===== src/hw/rtl/palindromic_tree_builder_macros.svh =====
// assertion macros used by the palindromic tree builder rtl
`ifndef PALINDROMIC_TREE_BUILDER_MACROS_SVH
`define PALINDROMIC_TREE_BUILDER_MACROS_SVH

// condition holds at every clock edge outside reset
`define PTB_ASSERT_ALWAYS(lbl, cond) \
	lbl: assert property (@(posedge clk) disable iff (!arst_n) (cond)) \
		else $error("palindromic tree builder check failed");

// consequent holds in the cycle after the antecedent
`define PTB_ASSERT_NEXT(lbl, ante, cons) \
	lbl: assert property (@(posedge clk) disable iff (!arst_n) (ante) |=> (cons)) \
		else $error("palindromic tree builder sequence check failed");

`endif


===== src/hw/rtl/ptb_pkg.sv =====
// types, constants and helpers of the palindromic tree builder
package ptb_pkg;

	localparam int MAX_LEN     = 4096;
	localparam int ALPHABET    = 26;
	localparam int NODE_DEPTH  = MAX_LEN + 2;
	localparam int TEXT_DEPTH  = MAX_LEN + 1;
	localparam int CHILD_DEPTH = NODE_DEPTH * ALPHABET;
	localparam int NW          = $clog2(NODE_DEPTH);
	localparam int TAW         = $clog2(TEXT_DEPTH);
	localparam int CAW         = $clog2(CHILD_DEPTH);
	localparam int LW          = 13;
	localparam int SW          = 5;
	localparam int MW          = NW + SW;

	typedef logic [NW-1:0]  node_t;
	typedef logic [LW-1:0]  len_t;
	typedef logic [SW-1:0]  letter_t;
	typedef logic [CAW-1:0] caddr_t;

	localparam node_t NODE_EMPTY = node_t'(0);
	localparam node_t NODE_IMAG  = node_t'(1);
	localparam node_t NODE_FIRST = node_t'(2);

	typedef enum logic [3:0] {
		S_IDLE,
		S_CHK,
		S_CMP,
		S_LEN,
		S_CRD,
		S_CWT,
		S_META,
		S_LNK,
		S_WR,
		S_OUT
	} state_t;

	typedef struct packed {
		logic load;
		logic chk;
		logic step;
		logic len_ld;
		logic crd;
		logic cwt;
		logic meta;
		logic wr;
	} ptb_cmd_t;

	typedef struct packed {
		logic full;
		logic node_is1;
		logic match;
		logic next_is1;
		logic entry_ok;
		logic phase;
		logic can_grow;
		logic now_is1;
	} ptb_sts_t;

	function automatic letter_t sym_mod(input letter_t s);
		return (s >= letter_t'(ALPHABET)) ? letter_t'(s - letter_t'(ALPHABET)) : s;
	endfunction

	function automatic caddr_t child_addr(input node_t n, input letter_t l);
		return caddr_t'(caddr_t'(n) * caddr_t'(ALPHABET)) + caddr_t'(l);
	endfunction

endpackage


===== src/hw/rtl/ptb_ctrl.sv =====
// controller state machine of the palindromic tree builder
module ptb_ctrl import ptb_pkg::*; (
	input  logic     clk,
	input  logic     arst_n,
	input  logic     in_valid,
	output logic     in_stall,
	output logic     out_valid,
	input  logic     out_stall,
	input  ptb_sts_t sts,
	output ptb_cmd_t cmd
);

	state_t state_q, state_nxt;

	always_ff @(posedge clk or negedge arst_n) begin
		if (!arst_n) begin
			state_q <= S_IDLE;
		end else begin
			state_q <= state_nxt;
		end
	end

	always_comb begin
		state_nxt = state_q;
		unique case (state_q)
			S_IDLE: begin
				if (in_valid) begin
					state_nxt = sts.full ? S_OUT : S_CHK;
				end
			end
			S_CHK: state_nxt = sts.node_is1 ? S_CRD : S_CMP;
			S_CMP: begin
				if (sts.match) begin
					state_nxt = S_CRD;
				end else begin
					state_nxt = sts.next_is1 ? S_CHK : S_LEN;
				end
			end
			S_LEN: state_nxt = S_CHK;
			S_CRD: state_nxt = S_CWT;
			S_CWT: state_nxt = S_META;
			S_META: begin
				priority if (sts.phase) begin
					state_nxt = S_WR;
				end else if (sts.entry_ok || !sts.can_grow) begin
					state_nxt = S_OUT;
				end else if (sts.now_is1) begin
					state_nxt = S_WR;
				end else begin
					state_nxt = S_LNK;
				end
			end
			S_LNK: state_nxt = sts.next_is1 ? S_CHK : S_LEN;
			S_WR: state_nxt = S_OUT;
			S_OUT: begin
				if (!out_stall) begin
					state_nxt = S_IDLE;
				end
			end
			default: state_nxt = S_IDLE;
		endcase
	end

	always_comb begin
		cmd       = '0;
		in_stall  = 1'b1;
		out_valid = 1'b0;
		unique case (state_q)
			S_IDLE: begin
				in_stall = 1'b0;
				cmd.load = in_valid;
			end
			S_CHK:  cmd.chk    = !sts.node_is1;
			S_CMP:  cmd.step   = !sts.match;
			S_LEN:  cmd.len_ld = 1'b1;
			S_CRD:  cmd.crd    = 1'b1;
			S_CWT:  cmd.cwt    = 1'b1;
			S_META: cmd.meta   = 1'b1;
			S_LNK:  cmd.step   = 1'b1;
			S_WR:   cmd.wr     = 1'b1;
			S_OUT:  out_valid  = 1'b1;
			default: cmd = '0;
		endcase
	end

endmodule


===== config.mk =====
export PLATFORM = sky130hd
export DESIGN_NAME = ptb_ctrl
export DESIGN_NICKNAME = d
export VERILOG_FILES = /design/src/hw/rtl/palindromic_tree_builder_macros.svh /design/src/hw/rtl/ptb_pkg.sv /design/src/hw/rtl/ptb_ctrl.sv
export SDC_FILE = /design/constraint.sdc
export NUM_CORES = 1
export LEC_CHECK = 0
export ABC_CLOCK_PERIOD_IN_PS = 3900
export CORE_AREA = 2 2 39 41
export DETAILED_ROUTE_END_ITERATION = 8
export DIE_AREA = 0 0 41 43
export DONT_BUFFER_PORTS = 1
export PLACE_DENSITY = 0.49
export SKIP_LAST_GASP = 1
export SYNTH_ARGS = -nofsm -noshare
export SYNTH_HDL_FRONTEND = slang
export SYNTH_SLANG_ARGS = --single-unit

===== constraint.sdc =====
create_clock -name clk -period 3.9 [get_ports clk]
set_input_delay 0.585 -clock clk [delete_from_list [all_inputs] [get_ports clk]]
set_output_delay 0.585 -clock clk [all_outputs]
set_load 0.1 [all_outputs]

Word-level counts from Yosys, hierarchy flattened --
Cells that the tools add are included. W data, S select, Z words.
Word-level totals: input port bits 12, output and inout bits 10, flip-flop bits (word level) 4
Operators by class: equal/unequal tests 11, multiplexer cells 20, reduce and logical (&&, ||, !) cells 6
Operators with widths (count):
- $pmux W4 S10 | 1
- $mux W4 | 6
- $eq A4 B3 Y1 const B | 4
- $mux W1 | 9
- $eq A4 B2 Y1 const B | 2
- $eq A4 B4 Y1 const B | 2
- $mux W3 | 2
- $eq A4 B1 Y1 const B | 1
- $logic_not A4 Y1 | 1
- $ne A2 B2 Y1 const B | 2
- $logic_not A1 Y1 | 3
- $mux W2 | 1
- $pmux W1 S2 | 1
- $reduce_and A2 Y1 | 1
- $logic_or A1 B1 Y1 | 1

Logic depth before layout (Yosys ltp) --
Gate-level depths: netlist of run 1.
depth in word-level cells 5, mapped depth 5, depth with buffers taken out 4

Least setup slack after synthesis of run 1 --
Ideal clock, no wire load.
kind register -> output, start register state_q[3], end output cmd[0] (netlist name), stages on the path, launching flop included 3, arrival time 3.717 ns, required time 3.315 ns, setup slack -0.402 ns, path through dfrtp_1 clkbuf_1 nor4b_1
RTL lines:
- start: declaration | RTL line ptb_ctrl.sv:13 | state_t state_q, state_nxt;
- start signal: assignment | RTL line ptb_ctrl.sv:19 | state_q <= state_nxt;
- end: declaration | RTL line ptb_ctrl.sv:10 | output ptb_cmd_t cmd

==> impl_metrics.yaml, run 1 <==
setup_path:
  crit_path_max_fanout: 12
  timing.rr.end: "state_q[0]"
  critPathTopFamily: "simple AND/OR/NAND/NOR gates"
  timing.critical_path.buf_inv: 1
  reg2reg_from: "state_q[0]"
  crit_chain: "nand2b_1 -> or4_1 -> inv_1"
  cp_slowest_stage_delay_ns: 0.63
  crit_type: "reg -> out"
  cp-start-kind: "register"
  r2r.worst_path.cells: 4
  end_kind: "output port"
  cp.arrival_ns: 2.15
  crit_required_ns: 3.31
  rrSetupSlack_ns: 1.68
  cp.depth: 3
  slowest_stage: "inv_1"
global_routing:
  grt_pass1_vias: 353
  grt_pass1_wl_um: 1656
  globalRouteTotalUtil: 0.1390
  antenna_found_initial: 0
  grt.overflow.total: 0
  grt_max_degree: 14
route:
  drtAntennaViolNets: 0
  drc: 0
  routedWlPerCell_um: 14.30
  drt-total-wl_um: 958
  firstDrtPassIters: 1
  drt_iter0_drc: 0
  num_vias: 364
  vias_per_cell: 5.433
final_layout:
  fillers: 153
  multiInputGateArea_um2: 277.8
  post-route-util: 0.3382
  largest_reg_flops: 4
  layout.nets: 65
  area_growth_pct: 19.49
  register_area_um2: 100.1
  diodes: 0
  max_flop_register: "state_q"
  reg.largest.list: "state_q x4"
  layout-drive-gt1-share: 0.2353
floorplanning:
  dieHeight_um: 43
  num_rows: 14
  fp.coreArea_um2: 1384
  boundaryPins: 22
  start_util: 0.2830
  dieArea_um2: 1763
  dieWidth_um: 41
synthesis:
  synth_nets: 62
  synth.avg_cell_area_um2: 7.833
  synth_top_area_share: 0.2556
  yosys.area_share.xor_xnor: 0
  synthMuxAreaShare: 0.02556
  async_reset_ff_frac: 1.000
  synth_compound_area_frac: 0.1853
  ys_ff_latch: 4
  synth-main-ff-cell: "dfrtp_1"
  yosys.cell_count.top_type: "nor2_1"
  yosys-top-cells-count: "6 x nor2_1, 4 x a21oi_1, 4 x dfrtp_1, 4 x inv_1, 4 x nand2_1"
  yosysWarnings: 0
  syn_area_um2: 391.6
  post_synth_num_cell_types: 28
  synth_top_family_by_area: "simple AND/OR/NAND/NOR gates"
  synth_edf_count: 0
  synth_cells: 50
  yosys.area_share.simple: 0.4249
  yosys.area_share.adder: 0
  ys_seq_area_frac: 0.2556
  synth_top_area_cell: "dfrtp_1"
  synthTopCellsByArea: "dfrtp_1 26%, nor2_1 5.8%, a21oi_1 5.1%"
clock_network:
  clkSinkCount: 4
  cts_buffers: 3
  cts_max_path_buffers: 2
  htree_levels: 1
  ctsResizeCount: 0
  cts_hold_buf: 0
  cts_tree: "done"
  cts-root-buf: "clkbuf_4"
  postCtsSetupBuffers: 0
  cts.clk_slew.worst_paths_ns: 0.04
  insertion_delay_ns: 0.23
timing:
  relSlewSlack: 0.2588
  worstMarginPinSlew_ns: 1.111
  tns_ns: 0
  fin_crit_ns: 2.740
  period_share: 0.7025
  skew_ns: 0.006792
  final-hold-violation-count: 0
  rsz0062_at_grt: "no"
  finalMaxSlewViolations: 0
  max_freq_mhz: 365.0
  setup_viol: 0
placed_design:
  port_buffers: 0
  dpl.hpwl_um: 770.2
  gp_congestion: 0.8044
hold_path:
  hold_class: "in -> async"
run:
  maxCapViolCount: 0
run_status:
  status: "completed"
stage by stage:
step,setup slack [ns],hold WS [ns],instance area (µm²),cells
2_1_floorplan,0.5792,0.2894,397.9,50
3_3_place_gp,1.462,0.2895,445.4,64
3_5_place_dp,1.418,0.2895,445.4,64
4_1_cts,1.161,0.03602,467.9,67
5_1_grt,1.042,0.02884,467.9,67
6_report,1.160,0.04502,467.9,67
cell families (layout without fill, tap and decap cells):
group                  Yosys count  count (layout)
multiplexers                     1               1
flip-flops                       4               4
AO/OA/AOI/OAI                   11              11
AND/OR/NAND/NOR                 26              26
buffers and inverters            8               9
worst max path at each step:
stage | endpoint | startpoint | slack, ns
after floorplan | cmd[3] | state_q[3] | 0.58
final | cmd[6] | state_q[0] | 1.16
after detailed placement | cmd[6] | state_q[0] | 1.42
after CTS | cmd[6] | state_q[0] | 1.16
after global routing | cmd[6] | state_q[0] | 1.04
after global placement | cmd[6] | state_q[0] | 1.46
cells in the final DEF, fill, tap and decap left out:
cell	synthesis	layout
dfrtp_1	4	4
nand2_1	4	4
or4_1	1	1
a21oi_1	4	4
or3b_4	1	1
and3_1	2	2
nor4bb_1	1	1
o21a_1	1	1
a211oi_1	1	1
nor4b_1	2	1
mux2i_1	1	1
nor2_2	0	1
o211ai_2	1	1
nor3b_4	0	1
nor3_2	1	2
o21ai_0	1	1
nor3_1	2	1
nor4b_4	0	1
clkbuf_16	0	1
clkbuf_4	0	3
nor2_1	6	5
buf_4	1	1
nand2b_1	3	3
inv_1	4	4
nand4bb_1	1	1
a311oi_1	1	1
nand3b_1	1	1
o21ai_1	1	1
a31oi_1	1	1
routing by layer:
metal / routed length (µm) / up-vias / part of all wire / global-route usage
li1: - / 182 / - / -
met1: 413 / 168 / 0.43 / 0.1883
met4: 0 / 0 / 0 / 0.04000
met5: 0 / - / 0 / 0
met2: 463 / 14 / 0.48 / 0.1969
met3: 81 / 0 / 0.085 / 0.05759
layout make-up:
cell class,instances,share of cell area
clock buffers,3,0.04813
inverters,4,0.03209
multi-input cells,38,0.5936
well taps,16,0.04278
flip-flops and latches,4,0.2139
repair buffers,2,0.06952
Power of run 1 is not shown: default switching activity piles up to over one toggle a cycle in this logic, so the estimate is an artifact.
==> run 2: changes to the inputs <==
- ABC_CLOCK_PERIOD_IN_PS: 3900 -> 2200
- PLACE_DENSITY: 0.49 -> 0.5
- clock period: 3.9 -> 2.2 ns (I/O delays scaled with it)
==> run 2 against run 1 <==
Against the previous run: final area grew 21%; via count increased by 7.1%; final cell count rose by 16%; critical path type unchanged; utilization rose by 7.1 points.
==> impl_metrics.yaml, run 2 (synthesized netlist as in run 1, its figures left out) <==
final_layout:
  largest_reg_flops: 4
  diodes: 0
  post-route-util: 0.4096
  layout.nets: 76
  layout-drive-gt1-share: 0.3548
  final_common_cell: "buf_4"
  max_flop_register: "state_q"
  fillers: 145
  fin_area_um2: 566.8
  final_cell_mix: "10 x buf_4, 5 x nor2_1"
  reg.largest.list: "state_q x4"
  area_growth_pct: 44.73
floorplanning:
  start_util: 0.2830
  boundaryPins: 22
  num_rows: 14
  dieArea_um2: 1763
  dieHeight_um: 43
  fp.coreArea_um2: 1384
  dieWidth_um: 41
clock_network:
  cts.clk_slew.worst_paths_ns: 0.04
  cts_tree: "done"
  insertion_delay_ns: 0.23
  htree_levels: 1
  cts-root-buf: "clkbuf_4"
  cts_max_path_buffers: 2
  cts_buffers: 3
  postCtsSetupBuffers: 0
  clkSinkCount: 4
global_routing:
  grt_pass1_wl_um: 1649
  globalRouteTotalUtil: 0.1456
  grt.overflow.total: 0
  grt_max_degree: 14
  grt_pass1_vias: 406
  antenna_found_initial: 0
setup_path:
  critPathTopFamily: "simple AND/OR/NAND/NOR gates"
  crit_required_ns: 1.87
  crit_path_max_fanout: 13
  slowest_stage: "dfrtp_1"
  rrSetupSlack_ns: 0.61
  cp_slowest_stage_delay_ns: 0.54
  cp-start-kind: "register"
  timing.critical_path.buf_inv: 2
  crit_chain: "nor3_2 -> a21oi_1 -> or3b_4 -> inv_1 -> buf_12"
  cp.arrival_ns: 1.73
  end_kind: "output port"
  crit_type: "reg -> out"
timing:
  fin_crit_ns: 2.064
  period_share: 0.9381
  max_freq_mhz: 484.6
  rsz0062_at_grt: "no"
  finalMaxSlewViolations: 0
  tns_ns: 0
  relSlewSlack: 0.6785
  final-hold-violation-count: 0
  setup_viol: 0
  skew_ns: 0.001305
  worstMarginPinSlew_ns: 0.4822
route:
  num_vias: 390
  drtAntennaViolNets: 0
  vias_per_cell: 5.000
  drc: 0
  drt-total-wl_um: 984
  firstDrtPassIters: 4
  drt_iter0_drc: 4
  routedWlPerCell_um: 12.62
placed_design:
  gp_congestion: 0.7618
  placed_cell_area_um2: 534.3
  dpl.hpwl_um: 787.9
  port_buffers: 0
run_status:
  status: "completed"
hold_path:
  hold_class: "in -> reg"
run:
  maxCapViolCount: 0
run 2: worst register-to-register path, stage by stage, from the launching register on:
cell,delay (ns)
dfrtp_1,0.54
nand2b_1,0.24
nor2_2,0.06
buf_4,0.23
a21oi_1,0.26
o211ai_2,0.13
run 2: layout make-up:
class                   instances  area, µm²  share of cell area
clock buffers                   3      22.52             0.03974
multi-input cells              38      284.0              0.5011
repair buffers                 13      125.1              0.2208
inverters                       4      15.01             0.02649
flip-flops and latches          4      100.1              0.1766
well taps                      16      20.02             0.03532
run 2: per-stage QoR:
step / hold slack, ns / instances / setup slack, ns
after floorplan: 0.03441 / 50 / -0.03917
after global placement: 0.03449 / 74 / 0.4193
after detailed placement: 0.03449 / 74 / 0.3843
after CTS: 0.2203 / 78 / 0.1277
after global routing: 0.2245 / 78 / 0.07309
final: 0.2202 / 78 / 0.1363
run 2: routing by layer:
| metal | wire (µm) | GRT usage | vias to the layer above |
|---|---|---|---|
| li1 | - | - | 202 |
| met2 | 467 | 0.2031 | 16 |
| met3 | 87 | 0.04188 | 0 |
| met5 | 0 | 0 | - |
| met1 | 429 | 0.1842 | 172 |
| met4 | 0 | 0.1000 | 0 |
run 2: what timing repair did:
item / in CTS / in global routing
resized for setup: 0 / 0
hold buffers: 1 / 0
hold endpoints to repair: 4 / 0
run 2: worst paths after layout:
path | start | to | cells after the start
worst max-delay path | state_q[2] | cmd[5] | 5
worst min-delay path | sts[4] | state_q[1] | 1
worst max register to register | state_q[3] | state_q[1] | 5
worst min register to register | state_q[3] | state_q[2] | 1
max in group asynchronous | arst_n | state_q[1] | 1
min in group asynchronous | arst_n | state_q[3] | 1
Power of run 2 is left out for the same reason.
==> run 3: changes to the inputs <==
- CTS_BUF_LIST: default -> sky130_fd_sc_hd__clkbuf_8
==> run 3 against run 2 <==
Against the previous run: final cell count did not move; count of clock-buffer cells in the layout unchanged; register-to-register slack about the same; die area unchanged; sequential cell count is the same; final area up 3.3%; via count increased by 1.3%.
==> impl_metrics.yaml, run 3 (synthesized netlist as in run 1, its figures left out) <==
final_layout:
  reg.largest.list: "state_q x4"
  post-route-util: 0.4231
  layout-drive-gt1-share: 0.3548
  final_cell_mix: "10 x buf_4, 5 x nor2_1"
  largest_reg_flops: 4
  layout.nets: 76
  final_common_cell: "buf_4"
  diodes: 0
  area_growth_pct: 49.52
  max_flop_register: "state_q"
timing:
  finalMaxSlewViolations: 0
  skew_ns: 0.002076
  final-hold-violation-count: 0
  worstMarginPinSlew_ns: 0.4911
  post-route-worst-setup-slack_ns: 0.1467
  fin_crit_ns: 2.053
  max_freq_mhz: 487.0
  rsz0062_at_grt: "no"
  setup_viol: 0
  relSlewSlack: 0.6726
  period_share: 0.9333
  tns_ns: 0
placed_design:
  dpl.hpwl_um: 787.9
  port_buffers: 0
  gp_congestion: 0.7618
  place_ws_ns: 0.3843
hold_path:
  hold_class: "in -> reg"
setup_path:
  rrSetupSlack_ns: 0.60
  crit_path_max_fanout: 13
  cp-start-kind: "register"
  crit_required_ns: 1.87
  cp.arrival_ns: 1.72
  end_kind: "output port"
  crit_type: "reg -> out"
route:
  drtAntennaViolNets: 0
  num_vias: 395
  vias_per_cell: 5.064
  routedWlPerCell_um: 13.12
  firstDrtPassIters: 4
  drc: 0
  drt_iter0_drc: 6
  drt-total-wl_um: 1023
clock_network:
  cts_buffers: 3
  insertion_delay_ns: 0.21
  cts-root-buf: "clkbuf_8"
  cts_tree: "done"
  cts.clk_slew.worst_paths_ns: 0.03
  htree_levels: 1
  clkSinkCount: 4
  cts_max_path_buffers: 2
run:
  maxCapViolCount: 0
global_routing:
  grt.overflow.total: 0
  globalRouteTotalUtil: 0.1466
  grt_max_degree: 14
  antenna_found_initial: 0
  grt_pass1_vias: 407
  grt_pass1_wl_um: 1656
floorplanning:
  num_rows: 14
  start_util: 0.2830
  dieHeight_um: 43
  dieArea_um2: 1763
  fp.coreArea_um2: 1384
  boundaryPins: 22
  dieWidth_um: 41
run_status:
  status: "completed"
[run 3: cell types whose count changed in the layout (fill, tap and decap cells not counted)]
| cell | before | now |
|---|---|---|
| clkbuf_4 | 3 | 0 |
| clkbuf_8 | 0 | 3 |
[run 3: timing repair]
item                       4_1_cts  5_1_grt
buffers inserted                 0        0
hold endpoints to repair         4        0
setup endpoints to repair        0        0
hold buffers                     1        0
gates resized for setup          0        0
[run 3: worst paths after layout]
kind | startpoint | to | cells past startpoint
worst max register to register | state_q[3] | state_q[1] | 5
worst min-delay path | sts[4] | state_q[1] | 1
min in group asynchronous | arst_n | state_q[2] | 1
worst max-delay path | state_q[2] | cmd[5] | 5
worst min register to register | state_q[3] | state_q[2] | 1
max in group asynchronous | arst_n | state_q[0] | 1
[run 3: cell type report]
cell class	instances	area, µm²
clock buffers	3	41.29
well taps	16	20.02
flip-flops and latches	4	100.1
fillers	143	798.3
multi-input cells	38	284.0
inverters	4	15.01
repair buffers	13	125.1
[run 3: metrics by stage]
| step | hold WS, ns | std cells | cell area (µm²) |
|---|---|---|---|
| after global routing | 0.2430 | 78 | 585.6 |
| after global placement | 0.03449 | 74 | 534.3 |
| after CTS | 0.2410 | 78 | 585.6 |
| after detailed placement | 0.03449 | 74 | 534.3 |
| final | 0.2373 | 78 | 585.6 |
| after floorplan | 0.03441 | 50 | 420.4 |
[run 3: worst max-delay path: stages, from the launching register on]
cell and delay [ns]:
dfrtp_1 0.54, nor3_2 0.22, a21oi_1 0.05, or3b_4 0.41, inv_1 0.11, buf_12 0.18
[run 3: metal layers]
layer	part of all wire	track usage	up-vias
met3	0.082	0.04188	0
met2	0.48	0.2063	18
met5	0	0	-
met4	0	0.1000	0
li1	-	-	203
met1	0.44	0.1842	174
Power of run 3 is left out for the same reason.
